==> src/hw/rtl/pps_pkg.sv <==
package pps_pkg;

    localparam int SLOTS      = 16;
    localparam int TIME_BITS  = 16;
    localparam int PRIO_BITS  = 8;
    localparam int SLOT_BITS  = (SLOTS > 2) ? $clog2(SLOTS) : 1;
    localparam int FIELD_BITS = 16;
    localparam int CALC_BITS  = (TIME_BITS > FIELD_BITS) ? TIME_BITS : FIELD_BITS;
    localparam int SUM_BITS   = 32;

    localparam logic CMD_LOAD = 1'b0;
    localparam logic CMD_TICK = 1'b1;

    typedef struct packed {
        logic                  en;
        logic [FIELD_BITS-1:0] id;
        logic [FIELD_BITS-1:0] arrival;
        logic [PRIO_BITS-1:0]  prio;
        logic [FIELD_BITS-1:0] burst;
    } load_t;

    typedef struct packed {
        logic                 en;
        logic [SLOT_BITS-1:0] idx;
    } dec_t;

    typedef struct packed {
        logic                  found;
        logic [SLOT_BITS-1:0]  idx;
        logic [PRIO_BITS-1:0]  prio;
        logic [FIELD_BITS-1:0] id;
        logic [FIELD_BITS-1:0] arrival;
        logic [FIELD_BITS-1:0] burst;
        logic [FIELD_BITS-1:0] remaining;
    } cand_t;

endpackage

==> src/hw/rtl/pps_cell.sv <==
module pps_cell (
    input  logic                            aclk,
    input  logic                            aresetn,
    input  logic [pps_pkg::SLOT_BITS-1:0]   cell_index,
    input  logic [pps_pkg::TIME_BITS-1:0]   clock_now,
    input  pps_pkg::load_t                  load,
    input  pps_pkg::dec_t                   dec,
    input  pps_pkg::cand_t                  cand_in,
    output pps_pkg::cand_t                  cand_out
);

    logic [pps_pkg::FIELD_BITS-1:0] id_reg;
    logic [pps_pkg::FIELD_BITS-1:0] arrival_reg;
    logic [pps_pkg::PRIO_BITS-1:0]  prio_reg;
    logic [pps_pkg::FIELD_BITS-1:0] burst_reg;
    logic [pps_pkg::FIELD_BITS-1:0] remaining_reg;
    logic [pps_pkg::FIELD_BITS-1:0] remaining_next;
    pps_pkg::cand_t                 cand_reg;
    pps_pkg::cand_t                 cand_next;
    logic                           eligible;
    logic                           take;

    assign eligible = (remaining_reg != '0) &&
                      (pps_pkg::CALC_BITS'(arrival_reg) <= pps_pkg::CALC_BITS'(clock_now));
    assign take     = eligible && (!cand_in.found || (prio_reg < cand_in.prio));

    always_comb begin
        cand_next = cand_in;
        if (take) begin
            cand_next.found     = 1'b1;
            cand_next.idx       = cell_index;
            cand_next.prio      = prio_reg;
            cand_next.id        = id_reg;
            cand_next.arrival   = arrival_reg;
            cand_next.burst     = burst_reg;
            cand_next.remaining = remaining_reg;
        end
    end

    always_comb begin
        remaining_next = remaining_reg;
        if (load.en) begin
            remaining_next = load.burst;
        end else if (dec.en && (dec.idx == cell_index)) begin
            remaining_next = remaining_reg - 1'b1;
        end
    end

    always_ff @(posedge aclk) begin
        if (!aresetn) begin
            remaining_reg <= '0;
            cand_reg      <= '0;
        end else begin
            remaining_reg <= remaining_next;
            cand_reg      <= cand_next;
        end
    end

    always_ff @(posedge aclk) begin
        if (load.en) begin
            id_reg      <= load.id;
            arrival_reg <= load.arrival;
            prio_reg    <= load.prio;
            burst_reg   <= load.burst;
        end
    end

    assign cand_out = cand_reg;

endmodule

==> src/hw/rtl/preemptive_priority_scheduler.sv <==
// Preemptive priority scheduler over a row of sixteen process cells. A load beat writes one
// cell and returns the current totals and clock, registered at the output once it is free. A tick beat
// sends a candidate down the row of cells, one registered cell per cycle, each cell keeping the
// eligible process with the smaller priority number, so a tick returns its beat only after the
// candidate has passed the whole row of cells. One beat is in work at a time, and the next is
// taken while the previous result waits at the output.
module preemptive_priority_scheduler (
    input  logic         aclk,
    input  logic         aresetn,
    input  logic         s_tvalid,
    output logic         s_tready,
    // slot [3:0], process_id [19:4], arrival_time [35:20], priority_level [43:36],
    // burst_length [59:44], zero [63:60]
    input  logic [63:0]  s_tdata,
    // command [0]
    input  logic [0:0]   s_tuser,
    output logic         m_tvalid,
    input  logic         m_tready,
    // ran_slot [3:0], ran_process_id [19:4], completion_time [35:20], turnaround [51:36],
    // wait_time [67:52], total_turnaround [99:68], total_wait [131:100], clock_now [147:132],
    // zero [151:148]
    output logic [151:0] m_tdata,
    // ran_valid [0], finished [1]
    output logic [1:0]   m_tuser
);

    localparam logic [1:0] ST_IDLE = 2'd0;
    localparam logic [1:0] ST_WALK = 2'd1;
    localparam logic [1:0] ST_FIN  = 2'd2;

    localparam logic [pps_pkg::TIME_BITS-1:0] TIME_MAX = '1;
    localparam logic [pps_pkg::SUM_BITS-1:0]  SUM_MAX  = '1;

    logic [1:0]                       state_reg, state_next;
    logic [pps_pkg::SLOT_BITS-1:0]    cnt_reg, cnt_next;
    logic                             cmd_reg;
    logic [pps_pkg::TIME_BITS-1:0]    clock_reg, clock_next;
    logic [pps_pkg::SUM_BITS-1:0]     sum_turn_reg, sum_turn_next;
    logic [pps_pkg::SUM_BITS-1:0]     sum_wait_reg, sum_wait_next;
    logic                             m_valid_reg;
    logic [151:0]                     m_data_reg, m_data_next;
    logic [1:0]                       m_user_reg, m_user_next;

    logic                             s_accept;
    logic                             out_free;
    logic                             commit;
    logic [3:0]                       s_slot;
    pps_pkg::load_t                   load_data;
    pps_pkg::dec_t                    dec;
    pps_pkg::cand_t                   chain [pps_pkg::SLOTS];
    pps_pkg::cand_t                   win;

    logic                             served;
    logic                             done_flag;
    logic [pps_pkg::CALC_BITS-1:0]    done_time;
    logic [pps_pkg::CALC_BITS-1:0]    turn;
    logic [pps_pkg::CALC_BITS-1:0]    wt;
    logic [pps_pkg::SUM_BITS:0]       turn_add;
    logic [pps_pkg::SUM_BITS:0]       wait_add;
    logic [pps_pkg::TIME_BITS-1:0]    clock_tick;

    assign s_tready = (state_reg == ST_IDLE);
    assign s_accept = s_tvalid && s_tready;
    assign out_free = !m_valid_reg || m_tready;
    assign commit   = (state_reg == ST_FIN) && out_free;

    assign s_slot            = s_tdata[3:0];
    assign load_data.id      = s_tdata[19:4];
    assign load_data.arrival = s_tdata[35:20];
    assign load_data.prio    = pps_pkg::PRIO_BITS'(s_tdata[43:36]);
    assign load_data.burst   = s_tdata[59:44];
    assign load_data.en      = 1'b0;

    assign win       = chain[pps_pkg::SLOTS-1];
    assign served    = (cmd_reg == pps_pkg::CMD_TICK) && win.found;
    assign done_flag = served && (win.remaining == 16'd1);

    assign dec.en  = commit && served;
    assign dec.idx = win.idx;

    genvar gi;
    generate
        for (gi = 0; gi < pps_pkg::SLOTS; gi++) begin : g_cell
            pps_pkg::load_t cell_load;
            pps_pkg::cand_t cell_in;

            always_comb begin
                cell_load    = load_data;
                cell_load.en = s_accept && (s_tuser[0] == pps_pkg::CMD_LOAD) &&
                               (32'(s_slot) == gi);
            end

            if (gi == 0) begin : g_head
                assign cell_in = '0;
            end else begin : g_body
                assign cell_in = chain[gi-1];
            end

            pps_cell u_cell (
                .aclk       (aclk),
                .aresetn    (aresetn),
                .cell_index (pps_pkg::SLOT_BITS'(gi)),
                .clock_now  (clock_reg),
                .load       (cell_load),
                .dec        (dec),
                .cand_in    (cell_in),
                .cand_out   (chain[gi])
            );
        end
    endgenerate

    assign clock_tick = (clock_reg < TIME_MAX) ? clock_reg + 1'b1 : clock_reg;
    assign done_time  = pps_pkg::CALC_BITS'(clock_tick);
    assign turn       = done_time - pps_pkg::CALC_BITS'(win.arrival);
    assign wt         = (turn >= pps_pkg::CALC_BITS'(win.burst)) ?
                        turn - pps_pkg::CALC_BITS'(win.burst) : '0;
    assign turn_add   = {1'b0, sum_turn_reg} + (pps_pkg::SUM_BITS + 1)'(turn);
    assign wait_add   = {1'b0, sum_wait_reg} + (pps_pkg::SUM_BITS + 1)'(wt);

    always_comb begin
        sum_turn_next = sum_turn_reg;
        sum_wait_next = sum_wait_reg;
        clock_next    = clock_reg;
        if (commit) begin
            if (done_flag) begin
                sum_turn_next = turn_add[pps_pkg::SUM_BITS] ? SUM_MAX :
                                turn_add[pps_pkg::SUM_BITS-1:0];
                sum_wait_next = wait_add[pps_pkg::SUM_BITS] ? SUM_MAX :
                                wait_add[pps_pkg::SUM_BITS-1:0];
            end
            if (cmd_reg == pps_pkg::CMD_TICK) begin
                clock_next = clock_tick;
            end
        end
    end

    always_comb begin
        state_next = state_reg;
        cnt_next   = cnt_reg;
        case (state_reg)
            ST_IDLE: begin
                cnt_next = '0;
                if (s_accept) begin
                    state_next = (s_tuser[0] == pps_pkg::CMD_TICK) ? ST_WALK : ST_FIN;
                end
            end
            ST_WALK: begin
                cnt_next = cnt_reg + 1'b1;
                if (cnt_reg == pps_pkg::SLOT_BITS'(pps_pkg::SLOTS - 1)) begin
                    state_next = ST_FIN;
                end
            end
            ST_FIN: begin
                if (out_free) begin
                    state_next = ST_IDLE;
                end
            end
            default: begin
                state_next = ST_IDLE;
            end
        endcase
    end

    always_comb begin
        m_data_next          = '0;
        m_data_next[99:68]   = sum_turn_next;
        m_data_next[131:100] = sum_wait_next;
        m_data_next[147:132] = 16'(clock_next);
        m_user_next          = {done_flag, served};
        if (served) begin
            m_data_next[3:0]  = 4'(win.idx);
            m_data_next[19:4] = win.id;
        end
        if (done_flag) begin
            m_data_next[35:20] = 16'(done_time);
            m_data_next[51:36] = 16'(turn);
            m_data_next[67:52] = 16'(wt);
        end
    end

    always_ff @(posedge aclk) begin
        if (!aresetn) begin
            state_reg    <= ST_IDLE;
            cnt_reg      <= '0;
            clock_reg    <= '0;
            sum_turn_reg <= '0;
            sum_wait_reg <= '0;
            m_valid_reg  <= 1'b0;
        end else begin
            state_reg    <= state_next;
            cnt_reg      <= cnt_next;
            clock_reg    <= clock_next;
            sum_turn_reg <= sum_turn_next;
            sum_wait_reg <= sum_wait_next;
            if (commit) begin
                m_valid_reg <= 1'b1;
            end else if (m_tready) begin
                m_valid_reg <= 1'b0;
            end
        end
    end

    always_ff @(posedge aclk) begin
        if (s_accept) begin
            cmd_reg <= s_tuser[0];
        end
        if (commit) begin
            m_data_reg <= m_data_next;
            m_user_reg <= m_user_next;
        end
    end

    assign m_tvalid = m_valid_reg;
    assign m_tdata  = m_data_reg;
    assign m_tuser  = m_user_reg;

endmodule

==> config.mk <==
export PLATFORM = sky130hd
export DESIGN_NAME = preemptive_priority_scheduler
export DESIGN_NICKNAME = d
export VERILOG_FILES = /design/src/hw/rtl/pps_pkg.sv /design/src/hw/rtl/pps_cell.sv /design/src/hw/rtl/preemptive_priority_scheduler.sv
export SDC_FILE = /design/constraint.sdc
export NUM_CORES = 2
export LEC_CHECK = 0
export BUFFER_PORTS_ARGS = -buffer_cell sky130_fd_sc_hd__buf_2
export CORE_MARGIN = 1.5
export CORE_UTILIZATION = 45
export DETAILED_ROUTE_END_ITERATION = 7
export PLACE_DENSITY = 0.59
export SLEW_MARGIN = 40
export SYNTH_ARGS = -nofsm -noshare
export SYNTH_HDL_FRONTEND = slang
export SYNTH_SLANG_ARGS = --single-unit
export TNS_END_PERCENT = 100
==> constraint.sdc <==
create_clock -name aclk -period 14.9 [get_ports aclk]
set_clock_uncertainty 0.1 [all_clocks]
set_input_delay 2.98 -clock aclk [delete_from_list [all_inputs] [get_ports aclk]]
set_output_delay 2.98 -clock aclk [all_outputs]
set_load 0.05 [all_outputs]
==> parameters.txt <==
Parameter                              Value

Status
  Outcome ... finished, final reports clean

Global routing
  Total track usage ... 0.2221
  Largest net degree at the start of global routing ... 209
  First-pass GRT wire length ... between 400000 and 500000 um
  Number of antenna violations at the first check in global routing ... 13
  Vias in the first global route ... just over 70k
  Total congestion overflow ... 0

Pwr
  Maximum vdd drop ... approximately 110 uV
  P_leak ... approximately 42 nW
  Pwr Density ... ~130 mW/mm2
  Tot Pwr ... ~16 mW

Timing
  Final Slew Violations ... 0
  Setup-violating endpoint count in the final report ... 0
  Final period utilization ... 0.6162
  Number of endpoints with negative hold slack in the final report ... 0
  Worst Max-Slew Pin Slew ... approximately 900 ps
  Normalized max-slew margin ... 0.3958
  Maximum frequency from static timing analysis ... approximately 0.11 GHz
  Post-Route Setup TNS ... 0 ps
  Worst setup slack after layout ... 5719 ps
  Time the final worst path needs with I/O delays and setup ... just over 9000 ps
  RSZ-0062 raised after global routing ... false

Drt
  Total length of routed met3 wires ... 14070 um
  Count of vias placed by the detailed router ... about 73k
  Routed vias/inst ... about 5.4
  Uppermost signal routing layer after detailed routing ... met5
  Routed length on met2 ... about 130000 um
  Initial DRC count ... just over 5k
  Total routed wire length on the met1 layer ... 122800 um
  Average wire per standard cell ... between 20 and 25 um
  First drt pass iteration count ... 6
  Final routed wirelength across all metal layers ... 273300 um
  Residual DRC ... 0
  Antenna-violating nets left ... 0

Min path
  Startpoint of the worst hold path ... g_cell[14].u_cell.cand_out[21]
  Worst Hold Path EP ... g_cell[15].u_cell.cand_out[21]
  Class of the tightest hold or removal check ... register to register
  Worst hold path cell count ... 2

Worst setup path
  Endpoint of the worst register-to-register path ... m_tdata[126]
  Signal arrival time at the worst endpoint ... about 9700 ps
  Type of element launching the critical path ... register
  Maximum fanout encountered on the critical timing path ... 20
  Worst EP required ... between 15000 and 20000 ps
  Depth of the most critical reg-to-reg path ... 27
  Kind of end point of the critical path ... register
  Crit Path Class ... register to register
  Startpoint of the worst-slack reg-to-reg timing path ... clock_reg[0]
  Reg2reg setup slack ... 5720 ps
  Worst setup startpoint ... clock_reg[0]

Floorplanning
  Chip Height ... around 500 um
  Number of top-level pins ... ~230
  DIE WIDTH ... between 400 and 500 um
  Die Outline Area ... approximately 0.24 mm2
  Number of placement rows ... roughly 180
  Core area ... around 0.24 mm2
  Starting density of the core ... 0.4531

Finish
  Fillers ... 20.95k
  Number of nets in the final layout ... 10.62k
  Fin cells ... roughly 13k
  Flip-flop count of the largest register after layout ... ~1.2k
  Commonest cells after routing, fill and taps aside ... sky130_fd_sc_hd__nand2_1 (2245), sky130_fd_sc_hd__dfxtp_1 (1552), sky130_fd_sc_hd__edfxtp_1 (1047), sky130_fd_sc_hd__mux2i_1 (934), sky130_fd_sc_hd__a21oi_1 (514)
  Share of cells above drive strength 1 ... 0.08281
  Finished layout cell area ... roughly 0.12 mm2
  Area Overhead vs Synth ... 12.94%
  Leading cell type in the layout, fill and taps excluded ... sky130_fd_sc_hd__nand2_1

CTS
  Clock slew seen by the registers of the worst setup and hold paths ... around 60 ps
  Clock Tree Root ... sky130_fd_sc_hd__clkbuf_16
  TritonCTS clock tree ... done
  Cells resized by post-CTS repair ... 0
  H-Tree Level Count ... 5
  Setup Fix Bufs, Post-CTS ... 0
  Inserted Clock Buffers ... ~290
  Clock sinks ... between 2k and 3k
  Clock latency on the worst-skew pair ... 950 ps
  Post-CTS Hold Buffers ... 0
  Number of buffers on the longest clock path ... 4

Placement
  Final HPWL from detailed placement ... roughly 170000 um
  Placer Congestion ... approximately 0.90
  Total cell area at the placement stage ... between 0.1 and 0.15 mm2
  Worst slack after detailed placement ... between 5000 and 6000 ps
  Number of input and output port buffers inserted ... 216
  Inst Count DP ... 12.95k

Synthesis
  Sequential area share after synthesis ... 0.5854
  Most common flop cell mapped by yosys ... sky130_fd_sc_hd__dfxtp_1
  Number of synthesized register bits ... between 2k and 3k
  Total standard cell area after synthesis ... 0.1068 mm2
  Count of flip-flops with a built-in enable after synthesis ... 1047
  Number of distinct standard cells referenced by the synthesized netlist ... 84
  Synthesis warning total ... 0
  Avg Inst Size Synth ... around 11 um2
  Syn Inst Count ... ~10k
  Synth async-reset ratio ... 0

Flow run
  Number of max-cap violations ... 0
-- worst max-delay path: stages (launching register included) --
cell	delay [ps]
sky130_fd_sc_hd__dfxtp_1	300
sky130_fd_sc_hd__buf_4	340
sky130_fd_sc_hd__ha_1	280
sky130_fd_sc_hd__and3_1	200
sky130_fd_sc_hd__nand4_1	250
sky130_fd_sc_hd__o21ai_0	580
sky130_fd_sc_hd__xnor2_1	190
sky130_fd_sc_hd__ha_1	290
sky130_fd_sc_hd__or4_1	550
sky130_fd_sc_hd__o21ai_0	400
sky130_fd_sc_hd__o21bai_1	110
sky130_fd_sc_hd__a21oi_1	180
sky130_fd_sc_hd__xnor2_1	320
sky130_fd_sc_hd__ha_1	420
sky130_fd_sc_hd__a21o_1	200
sky130_fd_sc_hd__a21o_1	170
sky130_fd_sc_hd__a21o_1	200
sky130_fd_sc_hd__or3_1	390
sky130_fd_sc_hd__a41oi_2	670
sky130_fd_sc_hd__nor2_1	120
sky130_fd_sc_hd__ha_1	430
sky130_fd_sc_hd__a211oi_1	120
sky130_fd_sc_hd__o21ai_0	390
sky130_fd_sc_hd__and4_1	330
sky130_fd_sc_hd__o21ai_1	200
sky130_fd_sc_hd__a211oi_1	750
sky130_fd_sc_hd__nor2b_1	270
sky130_fd_sc_hd__a31oi_1	100
-- synthesized netlist by cell type, types with 10 or more instances --
cell type | instances | area share
sky130_fd_sc_hd__ha_1 | 442 | 0.052
sky130_fd_sc_hd__o21bai_1 | 12 | 0.00084
sky130_fd_sc_hd__xor2_1 | 29 | 0.0024
sky130_fd_sc_hd__inv_1 | 265 | 0.0093
sky130_fd_sc_hd__o21a_1 | 70 | 0.0049
sky130_fd_sc_hd__nor4_1 | 75 | 0.0044
sky130_fd_sc_hd__o21ai_0 | 299 | 0.014
sky130_fd_sc_hd__o22a_1 | 11 | 0.00090
sky130_fd_sc_hd__dfxtp_1 | 1552 | 0.29
sky130_fd_sc_hd__a211o_1 | 10 | 0.00082
sky130_fd_sc_hd__nand4_1 | 87 | 0.0051
sky130_fd_sc_hd__buf_2 | 75 | 0.0035
sky130_fd_sc_hd__mux2_2 | 11 | 0.0012
sky130_fd_sc_hd__o311ai_0 | 49 | 0.0040
sky130_fd_sc_hd__a21o_1 | 99 | 0.0070
sky130_fd_sc_hd__a221oi_1 | 24 | 0.0020
sky130_fd_sc_hd__nand3_1 | 271 | 0.013
sky130_fd_sc_hd__nand2_1 | 2248 | 0.079
sky130_fd_sc_hd__mux2i_1 | 934 | 0.088
sky130_fd_sc_hd__a211oi_1 | 41 | 0.0029
sky130_fd_sc_hd__edfxtp_1 | 1047 | 0.29
sky130_fd_sc_hd__a22oi_1 | 32 | 0.0022
sky130_fd_sc_hd__nand2b_1 | 48 | 0.0028
sky130_fd_sc_hd__nor2_1 | 405 | 0.014
sky130_fd_sc_hd__or3_1 | 52 | 0.0030
sky130_fd_sc_hd__o211a_1 | 10 | 0.00094
sky130_fd_sc_hd__a21oi_1 | 517 | 0.024
sky130_fd_sc_hd__nor3_1 | 140 | 0.0066
sky130_fd_sc_hd__nor3b_1 | 15 | 0.0011
sky130_fd_sc_hd__and2_1 | 86 | 0.0050
sky130_fd_sc_hd__o211ai_1 | 78 | 0.0055
sky130_fd_sc_hd__o31ai_1 | 21 | 0.0015
sky130_fd_sc_hd__clkbuf_1 | 435 | 0.015
sky130_fd_sc_hd__nor2b_1 | 60 | 0.0035
sky130_fd_sc_hd__buf_1 | 31 | 0.0011
sky130_fd_sc_hd__xnor2_1 | 69 | 0.0057
sky130_fd_sc_hd__or4_1 | 19 | 0.0013
sky130_fd_sc_hd__and3_1 | 59 | 0.0035
sky130_fd_sc_hd__a21boi_0 | 70 | 0.0049
sky130_fd_sc_hd__a31oi_1 | 68 | 0.0040
sky130_fd_sc_hd__and4_1 | 11 | 0.00090
-- final cells by class --
class / instances / area (um2) / share of cell area
sequential: 2599 / 62510 / 0.5184
multi-input combinational: 6591 / 41120 / 0.3410
clock buffer: 421 / 8456 / 0.07012
tap: 3150 / 3941 / 0.03268
timing repair buffer: 345 / 2419 / 0.02006
clock inverter: 98 / 1065 / 0.008830
inverter: 271 / 1061 / 0.008799
antenna: 6 / 15.01 / 0.0001245
-- stage by stage --
step,hold WS (ps),util
floorplan,304.5,-
global placement,314.5,0.4694
detailed placement,309.3,0.4708
CTS,312.9,0.5112
global route,326.6,0.5117
finish,311.7,0.5118
-- metal layers --
metal	global-route usage	vias to the layer above
li1	-	35370
met1	0.2950	34840
met2	0.3706	1891
met3	0.03210	473
met4	0.07557	6
met5	0	-
-- how the worst max path moves through the flow --
stage / end
after CTS: m_tdata[131]
after global routing: m_tdata[126]
after floorplan: clock_reg[11]
final: m_tdata[126]
after detailed placement: m_tdata[126]
after global placement: m_tdata[130]
-- cell families after synthesis --
logic type / after synthesis / share of synthesized area
AND/OR/NAND/NOR: 3617 / 0.1468
buffers and inverters: 832 / 0.03190
XOR/XNOR: 98 / 0.008039
adder cells (fa/ha/maj): 446 / 0.05254
other: 1 / 0.00003512
AO/OA/AOI/OAI: 1481 / 0.08651
flip-flops: 2599 / 0.5854
multiplexers: 945 / 0.08872
-- where the power goes --
part / leakage, nW / internal (mW) / switching (mW)
combinational: 15.8 / 0.278 / 0.721
sequential: 22.0 / 7.50 / 0.0386
clock: 4.69 / 4.30 / 2.81
total: 42.5 / 12.1 / 3.57
(Power assumes the default switching activity.)
